==> config.mk <==
export PLATFORM = sky130hd
export DESIGN_NAME = aivdm_sentence_encoder
export DESIGN_NICKNAME = d
export VERILOG_FILES = /design/src/design/aivse_pkg.sv /design/src/design/aivse_front.sv /design/src/design/aivse_fifo.sv /design/src/design/aivse_back.sv /design/src/design/aivdm_sentence_encoder.sv
export SDC_FILE = /design/constraint.sdc
export NUM_CORES = 1
export LEC_CHECK = 0
export BUFFER_PORTS_ARGS = -buffer_cell sky130_fd_sc_hd__buf_2
export CAP_MARGIN = 20
export CORE_AREA = 2 2 121 181
export CTS_CLUSTER_DIAMETER = 30
export CTS_CLUSTER_SIZE = 12
export DETAILED_ROUTE_END_ITERATION = 10
export DIE_AREA = 0 0 123 183
export PLACE_DENSITY = 0.78
export SYNTH_ARGS = -nofsm -noshare
export SYNTH_HDL_FRONTEND = slang
export SYNTH_HIERARCHICAL = 1
export SYNTH_SLANG_ARGS = --single-unit
==> constraint.sdc <==
create_clock -name i_clk -period 10.1 [get_ports i_clk]
set_input_delay 2.02 -clock i_clk [delete_from_list [all_inputs] [get_ports i_clk]]
set_output_delay 2.02 -clock i_clk [all_outputs]
set_load 0.03 [all_outputs]
==> src/design/aivse_pkg.sv <==
// Shared types and constants of the AIVDM sentence encoder.
// No dependencies; used by every module of the block.
`default_nettype none

package aivse_pkg;

    localparam int MAX_PACKET_BYTES = 128;
    localparam int CHARS_PER_PART   = 59;
    localparam int FIFO_DEPTH       = 4;
    localparam int FIFO_AW          = $clog2(FIFO_DEPTH);

    // x / 6 as (x * RECIP6) >> 12, exact for x below 2048
    localparam int RECIP6 = 683;

    localparam logic [6:0] CH_BANG  = 7'h21;
    localparam logic [6:0] CH_COMMA = 7'h2c;
    localparam logic [6:0] CH_STAR  = 7'h2a;
    localparam logic [6:0] CH_ZERO  = 7'h30;
    localparam logic [6:0] CH_CR    = 7'h0d;
    localparam logic [6:0] CH_LF    = 7'h0a;

    typedef struct packed {
        logic [7:0] payload_byte;
        logic [7:0] total_bytes;
        logic       chan_sel;
        logic       first_of_packet;
    } t_in_item;

    typedef struct packed {
        logic [6:0] out_char;
        logic       last_of_run;
        logic       end_of_packet;
    } t_out_item;

    // One accepted byte, classified: the six-bit values it yields and the packet context.
    typedef struct packed {
        logic [5:0] v0;
        logic [5:0] v1;
        logic [5:0] v2;
        logic [1:0] n_vals;
        logic       fin;
        logic [2:0] pad;
        logic       start;
        logic [3:0] part_total;
        logic       multipart;
        logic       chan;
        logic [3:0] msg_id;
    } t_cmd;

endpackage

`default_nettype wire

==> src/design/aivse_front.sv <==
// Front end: accepts packet bytes, tracks bit framing and packet context.
// Depends on aivse_pkg.
`default_nettype none

module aivse_front (
    input  wire                  i_clk,
    input  wire                  i_rst_n,
    input  wire                  i_valid,
    output logic                 o_stall,
    input  wire aivse_pkg::t_in_item i_data,
    input  wire                  i_full,
    output logic                 o_push,
    output aivse_pkg::t_cmd      o_cmd
);

    logic        r_in_pkt, n_in_pkt;
    logic [7:0]  r_len, n_len;
    logic [7:0]  r_seen, n_seen;
    logic [3:0]  r_res, n_res;
    logic [2:0]  r_rc, n_rc;
    logic        r_mp, n_mp;
    logic [3:0]  r_pt, n_pt;
    logic        r_ch, n_ch;
    logic [3:0]  r_msgid, n_msgid;

    logic        accept;
    logic [7:0]  tot;
    logic [10:0] nx;
    logic [20:0] prod;
    logic [8:0]  nchars;
    logic [7:0]  seen_c;
    logic [3:0]  res_c;
    logic [2:0]  rc_c;
    logic [11:0] acc;
    logic [8:0]  seen_inc;

    assign o_stall = i_full;
    assign accept  = i_valid && !i_full;

    always_comb begin
        tot = i_data.total_bytes;
        if (tot == 8'd0) begin
            tot = 8'd1;
        end else if (9'(tot) > 9'(aivse_pkg::MAX_PACKET_BYTES)) begin
            tot = 8'(aivse_pkg::MAX_PACKET_BYTES);
        end
        nx     = {tot, 3'b000} + 11'd5;
        prod   = 21'(nx) * 21'(aivse_pkg::RECIP6);
        nchars = prod[20:12];
    end

    always_comb begin
        n_in_pkt = r_in_pkt;
        n_len    = r_len;
        n_seen   = r_seen;
        n_res    = r_res;
        n_rc     = r_rc;
        n_mp     = r_mp;
        n_pt     = r_pt;
        n_ch     = r_ch;
        n_msgid  = r_msgid;
        seen_c   = r_seen;
        res_c    = r_res;
        rc_c     = r_rc;
        o_cmd    = '0;
        o_push   = 1'b0;
        if (i_data.first_of_packet) begin
            n_in_pkt = 1'b1;
            n_len    = tot;
            seen_c   = 8'd0;
            res_c    = 4'd0;
            rc_c     = 3'd0;
            n_ch     = i_data.chan_sel;
            n_mp     = 32'(nchars) > aivse_pkg::CHARS_PER_PART + 1;
            n_pt     = 4'd1;
            if (n_mp) begin
                for (int k = 1; k < 6; k++) begin
                    if (32'(nchars) > k * aivse_pkg::CHARS_PER_PART) begin
                        n_pt = n_pt + 4'd1;
                    end
                end
            end
        end
        acc = {res_c, i_data.payload_byte};
        o_cmd.start      = i_data.first_of_packet;
        o_cmd.part_total = n_pt;
        o_cmd.multipart  = n_mp;
        o_cmd.chan       = n_ch;
        o_cmd.msg_id     = r_msgid;
        case (rc_c)
            3'd4: begin
                o_cmd.v0     = acc[11:6];
                o_cmd.v1     = acc[5:0];
                o_cmd.n_vals = 2'd2;
                n_rc         = 3'd0;
                n_res        = 4'd0;
            end
            3'd2: begin
                o_cmd.v0     = acc[9:4];
                o_cmd.n_vals = 2'd1;
                n_rc         = 3'd4;
                n_res        = acc[3:0];
            end
            default: begin
                o_cmd.v0     = acc[7:2];
                o_cmd.n_vals = 2'd1;
                n_rc         = 3'd2;
                n_res        = {2'b00, acc[1:0]};
            end
        endcase
        seen_inc = 9'(seen_c) + 9'd1;
        n_seen   = seen_inc[7:0];
        if (seen_inc >= 9'(n_len)) begin
            o_cmd.fin = 1'b1;
            if (n_rc == 3'd2) begin
                o_cmd.pad = 3'd4;
                if (o_cmd.n_vals == 2'd1) begin
                    o_cmd.v1 = {n_res[1:0], 4'b0000};
                end else begin
                    o_cmd.v2 = {n_res[1:0], 4'b0000};
                end
                o_cmd.n_vals = o_cmd.n_vals + 2'd1;
            end else if (n_rc == 3'd4) begin
                o_cmd.pad = 3'd2;
                o_cmd.v1  = {n_res[3:0], 2'b00};
                o_cmd.n_vals = o_cmd.n_vals + 2'd1;
            end
            n_in_pkt = 1'b0;
            n_res    = 4'd0;
            n_rc     = 3'd0;
            if (n_mp) begin
                n_msgid = (r_msgid >= 4'd9) ? 4'd0 : r_msgid + 4'd1;
            end
        end
        o_push = accept && (r_in_pkt || i_data.first_of_packet);
    end

    always_ff @(posedge i_clk) begin
        if (!i_rst_n) begin
            r_in_pkt <= 1'b0;
            r_len    <= 8'd0;
            r_seen   <= 8'd0;
            r_res    <= 4'd0;
            r_rc     <= 3'd0;
            r_mp     <= 1'b0;
            r_pt     <= 4'd1;
            r_ch     <= 1'b0;
            r_msgid  <= 4'd0;
        end else if (o_push) begin
            r_in_pkt <= n_in_pkt;
            r_len    <= n_len;
            r_seen   <= n_seen;
            r_res    <= n_res;
            r_rc     <= n_rc;
            r_mp     <= n_mp;
            r_pt     <= n_pt;
            r_ch     <= n_ch;
            r_msgid  <= n_msgid;
        end
    end

endmodule

`default_nettype wire

==> src/design/aivse_fifo.sv <==
// Short command queue between front end and sentence sequencer.
// Depends on aivse_pkg.
`default_nettype none

module aivse_fifo (
    input  wire              i_clk,
    input  wire              i_rst_n,
    input  wire              i_push,
    input  wire aivse_pkg::t_cmd i_cmd,
    output logic             o_full,
    input  wire              i_pop,
    output logic             o_nonempty,
    output aivse_pkg::t_cmd  o_cmd
);

    aivse_pkg::t_cmd r_mem [aivse_pkg::FIFO_DEPTH];
    logic [aivse_pkg::FIFO_AW-1:0] r_wp, r_rp;
    logic [aivse_pkg::FIFO_AW:0]   r_cnt;

    assign o_full     = r_cnt == (aivse_pkg::FIFO_AW+1)'(aivse_pkg::FIFO_DEPTH);
    assign o_nonempty = r_cnt != '0;
    assign o_cmd      = r_mem[r_rp];

    always_ff @(posedge i_clk) begin
        if (i_push) begin
            r_mem[r_wp] <= i_cmd;
        end
    end

    always_ff @(posedge i_clk) begin
        if (!i_rst_n) begin
            r_wp  <= '0;
            r_rp  <= '0;
            r_cnt <= '0;
        end else begin
            if (i_push) begin
                r_wp <= r_wp + 1'b1;
            end
            if (i_pop) begin
                r_rp <= r_rp + 1'b1;
            end
            case ({i_push, i_pop})
                2'b10:   r_cnt <= r_cnt + 1'b1;
                2'b01:   r_cnt <= r_cnt - 1'b1;
                default: r_cnt <= r_cnt;
            endcase
        end
    end

endmodule

`default_nettype wire

==> src/design/aivse_back.sv <==
// Sentence sequencer: emits header, armored payload and trailer characters.
// Depends on aivse_pkg.
`default_nettype none

module aivse_back (
    input  wire                  i_clk,
    input  wire                  i_rst_n,
    input  wire                  i_nonempty,
    input  wire aivse_pkg::t_cmd i_cmd,
    output logic                 o_pop,
    output logic                 o_valid,
    input  wire                  i_stall,
    output aivse_pkg::t_out_item o_data
);

    typedef enum logic [2:0] {
        P_VAL = 3'b001,
        P_HDR = 3'b010,
        P_TRL = 3'b100
    } t_phase;

    t_phase     r_phase, n_phase;
    logic [3:0] r_idx, n_idx;
    logic [1:0] r_vidx, n_vidx;
    logic       r_fin, n_fin;
    logic [5:0] r_cip, n_cip;
    logic [3:0] r_pn, n_pn;
    logic [7:0] r_ck, n_ck;
    logic       r_ov;
    aivse_pkg::t_out_item r_out;

    logic       emit_en;
    logic       first_slot;
    logic [5:0] cip_eff;
    logic [3:0] pn_eff;
    logic [5:0] val;
    logic [6:0] c;
    logic       chk;
    logic       done;
    logic       eop;
    logic       part_end;
    logic [3:0] hdr_last;
    logic       hdr_done;

    function automatic logic [6:0] hexc(input logic [3:0] n);
        hexc = (n < 4'd10) ? 7'h30 + 7'(n) : 7'h37 + 7'(n);
    endfunction

    function automatic logic [6:0] digit(input logic [3:0] n);
        digit = aivse_pkg::CH_ZERO + 7'(n);
    endfunction

    assign emit_en  = i_nonempty && (!r_ov || !i_stall);
    assign o_pop    = emit_en && done;
    assign o_valid  = r_ov;
    assign o_data   = r_out;
    assign hdr_last = i_cmd.multipart ? 4'd14 : 4'd13;
    // header just sent: the next slot is the payload character it announces
    assign hdr_done = (r_idx == hdr_last);

    always_comb begin
        first_slot = (r_phase == P_VAL) && (r_vidx == 2'd0) && i_cmd.start;
        cip_eff    = first_slot ? 6'd0 : r_cip;
        pn_eff     = first_slot ? 4'd1 : r_pn;
        case (r_vidx)
            2'd0:    val = i_cmd.v0;
            2'd1:    val = i_cmd.v1;
            default: val = i_cmd.v2;
        endcase
        part_end = i_cmd.multipart
                   && (7'(cip_eff) + 7'd1 >= 7'(aivse_pkg::CHARS_PER_PART))
                   && (pn_eff < i_cmd.part_total);
    end

    always_comb begin
        n_phase = r_phase;
        n_idx   = r_idx;
        n_vidx  = r_vidx;
        n_fin   = r_fin;
        n_cip   = r_cip;
        n_pn    = r_pn;
        n_ck    = r_ck;
        c       = aivse_pkg::CH_COMMA;
        chk     = 1'b0;
        done    = 1'b0;
        eop     = 1'b0;
        unique case (r_phase)
            P_VAL: begin
                n_pn = pn_eff;
                if ((cip_eff == 6'd0) && !hdr_done) begin
                    c       = aivse_pkg::CH_BANG;
                    n_ck    = 8'd0;
                    n_cip   = 6'd0;
                    n_phase = P_HDR;
                    n_idx   = 4'd1;
                end else begin
                    c     = (val < 6'd40) ? 7'(val) + 7'd48 : 7'(val) + 7'd56;
                    chk   = 1'b1;
                    n_cip = cip_eff + 6'd1;
                    n_idx = 4'd0;
                    n_vidx = r_vidx + 2'd1;
                    if (part_end) begin
                        n_phase = P_TRL;
                        n_idx   = 4'd0;
                        n_fin   = 1'b0;
                    end else if (r_vidx + 2'd1 == i_cmd.n_vals) begin
                        if (i_cmd.fin) begin
                            n_phase = P_TRL;
                            n_idx   = 4'd0;
                            n_fin   = 1'b1;
                        end else begin
                            done   = 1'b1;
                            n_vidx = 2'd0;
                        end
                    end
                end
            end
            P_HDR: begin
                chk = 1'b1;
                case (r_idx)
                    4'd1:    c = 7'h41;
                    4'd2:    c = 7'h49;
                    4'd3:    c = 7'h56;
                    4'd4:    c = 7'h44;
                    4'd5:    c = 7'h4d;
                    4'd7:    c = i_cmd.multipart ? digit(i_cmd.part_total) : 7'h31;
                    4'd9:    c = i_cmd.multipart ? digit(r_pn) : 7'h31;
                    4'd11:   c = i_cmd.multipart ? digit(i_cmd.msg_id) : aivse_pkg::CH_COMMA;
                    4'd12:   c = i_cmd.multipart ? aivse_pkg::CH_COMMA
                                                 : 7'h41 + 7'(i_cmd.chan);
                    4'd13:   c = i_cmd.multipart ? 7'h41 + 7'(i_cmd.chan)
                                                 : aivse_pkg::CH_COMMA;
                    default: c = aivse_pkg::CH_COMMA;
                endcase
                if (r_idx == hdr_last) begin
                    n_phase = P_VAL;
                end else begin
                    n_idx = r_idx + 4'd1;
                end
            end
            P_TRL: begin
                n_idx = r_idx + 4'd1;
                case (r_idx)
                    4'd0: begin
                        c   = aivse_pkg::CH_COMMA;
                        chk = 1'b1;
                    end
                    4'd1: begin
                        c   = r_fin ? digit({1'b0, i_cmd.pad}) : aivse_pkg::CH_ZERO;
                        chk = 1'b1;
                    end
                    4'd2:    c = aivse_pkg::CH_STAR;
                    4'd3:    c = hexc(r_ck[7:4]);
                    4'd4:    c = hexc(r_ck[3:0]);
                    4'd5:    c = aivse_pkg::CH_CR;
                    default: begin
                        c = aivse_pkg::CH_LF;
                        n_phase = P_VAL;
                        if (r_fin) begin
                            done   = 1'b1;
                            eop    = 1'b1;
                            n_vidx = 2'd0;
                        end else begin
                            n_pn  = r_pn + 4'd1;
                            n_cip = 6'd0;
                            if (r_vidx == i_cmd.n_vals) begin
                                if (i_cmd.fin) begin
                                    n_phase = P_TRL;
                                    n_idx   = 4'd0;
                                    n_fin   = 1'b1;
                                end else begin
                                    done   = 1'b1;
                                    n_vidx = 2'd0;
                                end
                            end
                        end
                    end
                endcase
            end
        endcase
        if (chk) begin
            n_ck = r_ck ^ {1'b0, c};
        end
    end

    always_ff @(posedge i_clk) begin
        if (!i_rst_n) begin
            r_phase <= P_VAL;
            r_idx   <= 4'd0;
            r_vidx  <= 2'd0;
            r_fin   <= 1'b0;
            r_cip   <= 6'd0;
            r_pn    <= 4'd1;
            r_ck    <= 8'd0;
            r_ov    <= 1'b0;
        end else begin
            if (emit_en) begin
                r_phase <= n_phase;
                r_idx   <= n_idx;
                r_vidx  <= n_vidx;
                r_fin   <= n_fin;
                r_cip   <= n_cip;
                r_pn    <= n_pn;
                r_ck    <= n_ck;
                r_ov    <= 1'b1;
            end else if (!i_stall) begin
                r_ov <= 1'b0;
            end
        end
    end

    always_ff @(posedge i_clk) begin
        if (emit_en) begin
            r_out.out_char      <= c;
            r_out.last_of_run   <= done;
            r_out.end_of_packet <= eop;
        end
    end

endmodule

`default_nettype wire

==> src/design/aivdm_sentence_encoder.sv <==
// AIVDM sentence encoder: top level tying front end, queue and sequencer.
// Depends on aivse_pkg, aivse_front, aivse_fifo, aivse_back.
//
// Usage:
// - Input channel (i_in_valid / o_in_stall / i_in_data) moves one packet byte per
//   transfer, tagged with packet length, channel and a first-byte flag.
// - Output channel (o_out_valid / i_out_stall / o_out_data) moves one ASCII
//   character per transfer; last_of_run marks the final character caused by a
//   byte, end_of_packet marks the closing line feed of a packet.
// - The front end takes a byte whenever the four-entry command queue has
//   room; stray bytes outside a packet are dropped there.
// - The sequencer emits one character per cycle while the queue holds a
//   command and the receiver does not stall; a byte causes one or two payload
//   characters, plus 14-15 header and 7 trailer characters at sentence edges.
//   Sustained rate is set by this one-character-per-cycle output port.
// - A byte passes the command queue, then the output register.
// - While the receiver stalls, the output register holds and the queue fills;
//   once full, o_in_stall rises.
// - Synchronous reset empties the queue and output register and closes any
//   open packet; message id restarts at zero.
`default_nettype none

module aivdm_sentence_encoder (
    input  wire                   i_clk,
    input  wire                   i_rst_n,
    input  wire                   i_in_valid,
    output logic                  o_in_stall,
    input  wire aivse_pkg::t_in_item i_in_data,
    output logic                  o_out_valid,
    input  wire                   i_out_stall,
    output aivse_pkg::t_out_item  o_out_data
);

    logic            full;
    logic            push;
    logic            pop;
    logic            nonempty;
    aivse_pkg::t_cmd cmd_in;
    aivse_pkg::t_cmd cmd_out;

    // Classify bytes and hand commands to the queue.
    aivse_front u_front (
        .i_clk   (i_clk),
        .i_rst_n (i_rst_n),
        .i_valid (i_in_valid),
        .o_stall (o_in_stall),
        .i_data  (i_in_data),
        .i_full  (full),
        .o_push  (push),
        .o_cmd   (cmd_in)
    );

    // Decouple byte intake from character output.
    aivse_fifo u_fifo (
        .i_clk      (i_clk),
        .i_rst_n    (i_rst_n),
        .i_push     (push),
        .i_cmd      (cmd_in),
        .o_full     (full),
        .i_pop      (pop),
        .o_nonempty (nonempty),
        .o_cmd      (cmd_out)
    );

    // Walk header, payload and trailer; pop the command on its last character.
    aivse_back u_back (
        .i_clk      (i_clk),
        .i_rst_n    (i_rst_n),
        .i_nonempty (nonempty),
        .i_cmd      (cmd_out),
        .o_pop      (pop),
        .o_valid    (o_out_valid),
        .i_stall    (i_out_stall),
        .o_data     (o_out_data)
    );

endmodule

`default_nettype wire

==> results of run 1 <==
## worst min-delay path, stage by stage, from the launching register on
cell and delay (ns):
dfxtp_1 0.31, nand2_1 0.05, a21boi_0 0.06
## synthesized netlist by cell type (9+ instances only)
library cell,count,area share
a21boi_0,14,0.0080
a21o_1,9,0.0051
a21oi_1,56,0.021
a22oi_1,12,0.0068
and2_1,26,0.012
and3_1,15,0.0071
buf_4,10,0.0057
clkbuf_1,39,0.011
dfxtp_1,70,0.11
edfxtp_1,149,0.34
fa_1,19,0.029
ha_1,96,0.091
inv_1,71,0.020
mux2i_1,19,0.014
mux4_2,30,0.051
nand2_1,95,0.027
nand2b_1,13,0.0062
nand3_1,20,0.0076
nand3b_1,10,0.0057
nand4_1,9,0.0043
nor2_1,48,0.014
nor2b_1,30,0.014
nor3_1,20,0.0076
nor3b_1,11,0.0063
o211a_1,12,0.0091
o21ai_0,52,0.020
o31ai_1,9,0.0051
xnor2_1,15,0.010
xor2_1,18,0.012
## worst max path at each step
stage	startpoint	endpoint	slack [ns]
after detailed placement	i_in_data[8]	u_fifo/r_mem[3][7]	1.00
after global routing	i_in_data[8]	u_fifo/r_mem[3][7]	0.98
final	i_in_data[8]	u_fifo/r_mem[0][7]	1.36
after CTS	i_in_data[8]	u_fifo/r_mem[0][7]	1.44
after floorplan	i_in_data[9]	u_fifo/r_mem[0][7]	1.86
after global placement	i_in_data[8]	u_fifo/r_mem[2][7]	1.27
## sequential cells by signal, indices dropped and copies added, names as in the netlist, 2 cells and up, named ones only
signal,count
u_back/r_idx,4
u_front/r_rc,2
u_fifo/r_rp,2
u_front/r_res,4
u_fifo/r_cnt,3
u_back/r_phase,3
u_fifo/r_mem,140
u_back/o_data,9
u_fifo/r_wp,2
u_back/r_cip,6
u_back/r_ck,7
u_front/r_len,8
u_front/r_pt,4
u_front/r_seen,8
u_front/r_msgid,4
u_back/r_pn,4
u_back/r_vidx,2
## per-stage QoR
stage / power (mW) / area [um2]
floorplan: 1.50 / 13200
global placement: 1.63 / 13400
detailed placement: 1.64 / 13400
CTS: 2.80 / 14500
global route: 2.91 / 14500
finish: 2.78 / 14500
## cell families (layout without fill, tap and decap cells)
group | count (synthesis) | after routing
muxes | 57 | 57
buffers and inverters | 139 | 175
adders and majority gates | 115 | 115
xor gates and xnor gates | 33 | 33
and+or+nand+nor | 343 | 343
DFF | 219 | 219
AOI/OAI and AO/OA | 265 | 265
other | 1 | 5
## routing by layer
layer	up-vias	global-route usage	wire length, um
met1	4481	0.291	10600
met4	0	0.163	1830
met3	119	0.0432	1440
met5	-	0	0
li1	4385	-	-
met2	373	0.514	16500
## power breakdown
part	leakage, nW	switching, mW	internal, mW	total, mW
clock	0.557	0.428	0.724	1.15
combinational	3.27	0.373	0.233	0.605
sequential	1.95	0.0208	1.00	1.03
total	5.77	0.821	1.96	2.78
## area by class of cell
type | instances | area [um2] | share of cell area
sequential | 219 | 5880 | 0.404
clock inverter | 23 | 221 | 0.0152
inverter | 71 | 267 | 0.0183
timing repair buffer | 44 | 250 | 0.0172
multi-input combinational | 818 | 6670 | 0.459
tap | 268 | 335 | 0.0230
clock buffer | 37 | 926 | 0.0636
## cell usage in the layout, fill, tap and decap left out, drive strengths merged, types with 9 or more instances in the layout
cell	instances
edfxtp	149
ha	96
fa	19
dfxtp	70
mux2i	19
nor3	21
o21ai	56
o31ai	9
inv	75
mux4	35
clkinv	14
nor2	48
a21oi	59
a21boi	17
nand3	21
nand3b	10
o211a	12
nand2	95
a22oi	12
or3	9
nor2b	30
and3	15
nand2b	13
nor3b	13
nand4	9
a211oi	9
a21o	9
xor2	18
clkbuf	37
and2	28
buf	44
xnor2	15
==> results.txt, run 1 <==
H-tree depth reported by CTS: 2
Synth Register Bits: 219
drt first-iter violations: 859
cts hold-fix bufs: 0
dpl cells: 1420
startpoint types: input port
Critical Path AT: 8.92 ns
kind of critical path: in2reg
post-synthesis compound-gate area fraction: 0.143
mapped cell area: 13200 um2
Largest stage delay, worst path: 0.50 ns
Vias/cell: 6.32
CP delay by family, top: adder cells
Synth async-reset ratio: 0
Leakage Power: 5.77 nW
Final HPWL DP: 20700 um
Synth Area in Simple Gates: 0.142
Clock Skew: 0.0135 ns
GP Congestion: 0.920
n_diodes: 0
largest family of logic cells by synthesized area: compound AO/OA/AOI/OAI gates
status: completed
Remaining DRCs: 0
Least-Margin Pin Slew: 0.985 ns
Setup Buffers After CTS: 0
P&R area growth vs syn: 10.4%
worst hold start: u_front/r_len[0]
CP endpoint kind: register
Pre-Repair DR Iteration Count: 6
pre-CTS WS: 1.00 ns
Buf/Inv on CP: 5
largest net degree at the start of global routing: 55
Reg-to-Reg End: u_fifo/r_cnt[2]
Die Height: 183 um
Initial Util: 0.628
Total Neg Setup Slack: 0 ns
PD cells: 191 nW/um2
cells after synthesis: 1172
remaining global-route overflow: 0
Levels on crit path: 27
fraction of layout cells with a size suffix above 1: 0.136
antenna violations before repair: 0
VDD IR max: 0.137 mV
Final Worst Setup Slack: 1.36 ns
Reg2Reg Depth: 18
clock transition at the registers of the reported paths: 0.05 ns
I/O pin count: 33
Hold Crit Class: reg2reg
number of port buffers: 32
GRT Total Usage: 0.278
slowest CP cell: fa_1
Worst Path Required: 10.28 ns
Slew headroom: 0.343
final cell utilization of the core: 0.693
fin nets: 1325
CTS root buf: clkbuf_16
XOR/XNOR share of the synthesized area: 0.0219
total CTS buffers: 34
Synth Area in Adders: 0.120
Fin. Hold Viols: 0
fin crit share: 0.866
RSZ-0062 raised after global routing: false
CTS tree: yes
Max Clk Rate: 114 MHz
die footprint: 22500 um2
Yosys Warn Count: 6
most frequent cell on the critical path: ha_1
Hold EP: u_front/r_len[0]
Max clock buf depth: 3
fin cells: 1480
fin. max-slew vios: 0
Post-synth top flop: edfxtp_1
EDFF count, synth: 149
antenna-violating nets left: 0
max cap viols: 0
hold path cells: 2
hold_ws: 0.466 ns
global-route wire length before repair: 48600 um
Setup-failing EPs final: 0
crit-path max FO: 12
Synth cell types: 95
Routed WL: 30300 um
sequential share of the synthesized area: 0.446
mean post-synth cell area: 11.2 um2
Worst-Skew Late Latency: 0.49 ns
Period minus WS final: 8.74 ns
cts repair resizes: 0
die width: 123 um
# fillers: 1478
Site Rows: 65
CTS sink count: 219
Vias: 9358
mux cell area share after synthesis: 0.0783
vias in the first global route: 9608
total core area: 21000 um2
R2R setup slack: 4.63 ns
DR WL/cell: 20.5 um
(Power assumes the default switching activity.)
==> run 2, diff against run 1 <==
CORE_AREA = 2 2 116 174   (was 2 2 121 181)
DIE_AREA = 0 0 118 176   (was 0 0 123 183)
PLACE_DENSITY = 0.77   (was 0.78)
SYNTH_HIERARCHICAL = not set   (was 1)
==> run 2 against run 1 <==
Core utilization fell by 2.1 points. Worst setup slack improved by 0.75 ns. Global-route usage fell by 2.6 points. Synthesized area fell by 9.1%. Clock skew rose by 0.0032 ns. Sequential cell count fell by 20. Largest cell class unchanged.
==> results.txt, run 2 <==
Least-Margin Pin Slew: 1.03 ns
Hold Crit Class: reg2reg
# fillers: 1464
fin. max-slew vios: 0
Routed WL: 25300 um
max cap viols: 0
Leakage Power: 5.02 nW
Comb power frac: 0.250
Switch Pwr: 669 uW
Syn Nets: 1234
total CTS buffers: 17
mean post-synth cell area: 10.9 um2
register name with the most flops: u_fifo.r_mem
CTS root buf: clkbuf_16
CTS tree: yes
n_diodes: 0
GP Congestion: 0.972
Period minus WS final: 7.99 ns
most common cell after layout, fill and taps aside: edfxtp_1
Vias: 8418
Clock Skew: 0.0167 ns
VDD IR max: 0.130 mV
final cell utilization of the core: 0.672
I/O pin count: 33
max reg flops: 120
Initial Util: 0.625
status: completed
Worst Path Required: 10.25 ns
H-tree depth reported by CTS: 4
remaining global-route overflow: 0
commonest non-fill, non-tap cells in the layout: edfxtp_1 (129), nand2_1 (99), ha_1 (96)
Synth async-reset ratio: 0
Max Clk Rate: 125 MHz
largest cells by area after synthesis: edfxtp_1 (32%), dfxtp_1 (12%), ha_1 (10%)
kind of critical path: in2reg
Synth cell types: 85
Fin. Hold Viols: 0
Final Worst Setup Slack: 2.11 ns
global-route wire length before repair: 41300 um
vias in the first global route: 8430
Worst-Skew Late Latency: 0.44 ns
Total Neg Setup Slack: 0 ns
fin crit share: 0.791
Remaining DRCs: 0
hold_ws: 0.471 ns
sequential share of the synthesized area: 0.441
fin nets: 1240
Pre-Repair DR Iteration Count: 6
sequential power share: 0.434
antenna-violating nets left: 0
Sw Share: 0.314
largest net degree at the start of global routing: 69
EDFF count, synth: 129
post-placement cell area: 12300 um2
CP endpoint kind: register
cell taking the most area after synthesis: edfxtp_1
GRT Total Usage: 0.252
clock transition at the registers of the reported paths: 0.08 ns
Yosys Warn Count: 0
Critical Path AT: 8.14 ns
startpoint types: input port
area share of the largest cell type after synthesis: 0.324
drt first-iter violations: 657
top cells by count, synth: edfxtp_1 (129), nand2_1 (99), ha_1 (96)
fraction of layout cells with a size suffix above 1: 0.118
Post-synth top flop: edfxtp_1
mapped cell area: 12000 um2
Max clock buf depth: 2
CTS sink count: 199
final instance area: 12900 um2
power share of the clock group: 0.316
cells after synthesis: 1097
cts repair resizes: 0
Synth Register Bits: 199
most frequent cell after synthesis: edfxtp_1
die footprint: 20800 um2
total core area: 19200 um2
Setup Buffers After CTS: 0
pre-CTS WS: 1.72 ns
Final HPWL DP: 18200 um
Vias/cell: 6.14
Site Rows: 62
DR WL/cell: 18.4 um
RSZ-0062 raised after global routing: false
internal power: 1.46 mW
crit-path max FO: 7
die width: 118 um
PD cells: 165 nW/um2
cts hold-fix bufs: 0
Die Height: 176 um
antenna violations before repair: 0
P&R area growth vs syn: 7.57%
number of port buffers: 32
Slew headroom: 0.310
Setup-failing EPs final: 0
## run 2: power by group through the flow
stage	logic (mW)	registers, mW	clock network [mW]
finish	0.532	0.925	0.674
CTS	0.531	0.925	0.685
global route	0.592	0.929	0.716
detailed placement	0.527	0.944	0
global placement	0.518	0.942	0
floorplan	0.406	0.944	0
## run 2: per-stage QoR
step | std cells | power (mW)
detailed placement | 1340 | 1.47
finish | 1372 | 2.13
global route | 1372 | 2.24
floorplan | 1097 | 1.35
global placement | 1340 | 1.46
CTS | 1372 | 2.14
## run 2: per-layer routing
| layer | wire length (um) | part of all wire | track usage |
|---|---|---|---|
| met5 | 0 | 0 | 0 |
| met4 | 1040 | 0.041 | 0.130 |
| met3 | 840 | 0.033 | 0.0317 |
| met2 | 13700 | 0.54 | 0.469 |
| met1 | 9730 | 0.39 | 0.280 |
## run 2: area by class of cell
type	instances	area (um2)	share of cell area
multi-input combinational	765	6160	0.478
sequential	199	5280	0.410
clock buffer	18	429	0.0333
tap	256	320	0.0249
inverter	78	293	0.0227
timing repair buffer	42	235	0.0183
clock inverter	14	163	0.0126
## run 2: kinds of logic (layout without fill, tap and decap cells)
kind of cell | Yosys count | after routing | synth area share
and+or+nand+nor | 334 | 334 | 0.139
AOI/OAI and AO/OA | 223 | 223 | 0.139
DFF | 199 | 199 | 0.441
buffers and inverters | 133 | 152 | 0.0447
adders and majority gates | 115 | 115 | 0.132
muxes | 53 | 53 | 0.0760
xor gates and xnor gates | 40 | 40 | 0.0293
## run 2: path summary, 6_finish.rpt
check,depth (start not counted),endpoint,from,slack (ns)
max,23,u_fifo.r_mem[3][7],i_in_data[3],2.11
min,2,u_front.r_rc[2],u_front.r_rc[2],0.47
max reg2reg,16,u_fifo.r_cnt[2],register,5.22
min reg2reg,2,u_front.r_rc[2],u_front.r_rc[2],0.47
## run 2: critical path, stage by stage
cell	delay, ns
buf_2	0.11
nor4_1	0.27
a21oi_1	0.10
nor2_1	0.25
ha_1	0.24
inv_1	0.09
fa_1	0.55
inv_1	0.05
fa_1	0.48
fa_1	0.41
ha_1	0.29
ha_1	0.41
a21oi_2	0.30
or3b_2	0.47
a31o_2	0.26
xor2_1	0.21
a31oi_1	0.08
o31a_1	0.25
ha_1	0.35
a22o_1	0.24
ha_1	0.28
nor3_1	0.25
o32ai_1	0.16
==> run 3, diff against run 2 <==
clock period = 8.3 ns   (was 10.1 ns; I/O delays follow)
==> run 3 against run 2 <==
Sequential share of layout area shrank 0.12 points. Worst setup slack worse by 1.4 ns. First-iteration DRC count rose by 14%. Critical path type unchanged. Critical endpoint is now u_fifo.r_mem[1][7]. Largest power group unchanged.
==> results.txt, run 3 (synthesis gave the netlist of run 2 again) <==
Leakage Power: 5.06 nW
Hold Crit Class: reg2reg
Switch Pwr: 817 uW
RSZ-0062 raised after global routing: false
VDD IR max: 0.168 mV
hold_ws: 0.469 ns
number of port buffers: 32
die footprint: 20800 um2
Setup Buffers After CTS: 0
fin crit share: 0.917
total CTS buffers: 17
antenna violations before repair: 0
CTS tree: yes
I/O pin count: 33
Max clock buf depth: 2
Remaining DRCs: 0
Total Neg Setup Slack: 0 ns
Max Clk Rate: 131 MHz
sequential power share: 0.433
met2 Use GR: 0.488
die width: 118 um
Fin. Hold Viols: 0
crit-path max FO: 7
Least-Margin Pin Slew: 0.977 ns
kind of critical path: in2reg
status: completed
register name with the most flops: u_fifo.r_mem
total core area: 19200 um2
Site Rows: 62
CTS root buf: clkbuf_16
internal power: 1.78 mW
Reg2Reg Depth: 16
Clock Skew: 0.0136 ns
Worst-Skew Late Latency: 0.45 ns
Final HPWL DP: 18600 um
fraction of layout cells with a size suffix above 1: 0.123
Hold EP: u_front.r_ch
GRT Total Usage: 0.257
n_diodes: 0
Vias: 8417
vias in the first global route: 8476
fin. max-slew vios: 0
Die Height: 176 um
clock transition at the registers of the reported paths: 0.08 ns
hold path cells: 2
Vias/cell: 6.12
Slew headroom: 0.345
drt first-iter violations: 746
startpoint types: input port
cts repair resizes: 0
Period minus WS final: 7.61 ns
worst hold start: u_front.r_ch
P&R area growth vs syn: 7.88%
global-route wire length before repair: 42200 um
R2R setup slack: 3.51 ns
pre-CTS WS: 0.249 ns
fin nets: 1244
Comb power frac: 0.249
commonest non-fill, non-tap cells in the layout: edfxtp_1 (129), nand2_1 (99), ha_1 (96)
CP endpoint kind: register
grt met3 use: 0.0384
Routed WL: 25900 um
layer with the highest usage: met2
Sw Share: 0.314
PD cells: 201 nW/um2
H-tree depth reported by CTS: 4
cts hold-fix bufs: 0
Initial Util: 0.625
max cap viols: 0
Final Worst Setup Slack: 0.690 ns
CTS sink count: 199
DR WL/cell: 18.9 um
largest net degree at the start of global routing: 69
routing usage on met1: 0.277
Worst Path Required: 8.45 ns
Setup-failing EPs final: 0
Reg-to-Reg End: u_fifo.r_cnt[2]
Critical Path AT: 7.76 ns
most common cell after layout, fill and taps aside: edfxtp_1
max reg flops: 120
remaining global-route overflow: 0
Pre-Repair DR Iteration Count: 8
antenna-violating nets left: 0
GP Congestion: 0.979
power share of the clock group: 0.318
-- run 3: how the worst max path moves through the flow --
stage	slack (ns)	endpoint	depth (start not counted)	start
floorplan	0.80	u_fifo.r_mem[0][7]	23	i_in_data[3]
global placement	0.40	u_fifo.r_mem[2][7]	23	i_in_data[3]
detailed placement	0.25	u_fifo.r_mem[0][7]	23	i_in_data[3]
CTS	0.72	u_fifo.r_mem[1][7]	23	i_in_data[3]
global route	0.26	u_fifo.r_mem[1][7]	24	i_in_data[3]
finish	0.69	u_fifo.r_mem[1][7]	23	i_in_data[3]
-- run 3: area by class of cell --
class | count | area (um2)
Timing Repair Buffer | 46 | 265
Inverter | 78 | 293
Tap cell | 256 | 320
Fill cell | 1459 | 6250
Sequential cell | 199 | 5280
Clock buffer | 19 | 453
Clock inverter | 13 | 146
Multi-Input combinational cell | 765 | 6160
-- run 3: worst max-delay path: stages --
cell and delay (ns):
buf_2 0.11, nor4_1 0.27, a21oi_1 0.10, nor2_1 0.24, ha_1 0.23, inv_1 0.09
fa_1 0.55, inv_1 0.06, fa_1 0.47, fa_1 0.41, ha_1 0.30, ha_1 0.42
a21oi_2 0.30, or3b_2 0.47, a31o_2 0.26, xor2_1 0.22, a31oi_1 0.06, o31a_1 0.24
ha_1 0.35, a22o_1 0.24, ha_1 0.28, nor3_1 0.26, o32ai_1 0.16
-- run 3: power by group through the flow --
stage | combinational [mW] | sequential, mW | clock [mW]
after global routing | 0.719 | 1.13 | 0.876
final | 0.648 | 1.13 | 0.827
after global placement | 0.628 | 1.15 | 0
after floorplan | 0.495 | 1.15 | 0
after CTS | 0.644 | 1.13 | 0.837
after detailed placement | 0.640 | 1.15 | 0
-- run 3: metrics by stage --
| stage | util | instances | instance area [um2] | power (mW) |
|---|---|---|---|---|
| detailed placement | 0.643 | 1344 | 12300 | 1.79 |
| global route | 0.674 | 1376 | 12900 | 2.73 |
| finish | 0.674 | 1376 | 12900 | 2.60 |
| CTS | 0.674 | 1376 | 12900 | 2.61 |
| global placement | 0.643 | 1344 | 12300 | 1.77 |
| floorplan | - | 1097 | 12000 | 1.64 |
-- run 3: layer usage --
layer | vias up | routed length [um] | share of wire
li1 | 4034 | - | -
met1 | 4131 | 9970 | 0.38
met2 | 191 | 14200 | 0.55
met3 | 61 | 739 | 0.028
met4 | 0 | 1000 | 0.039
met5 | - | 0 | 0
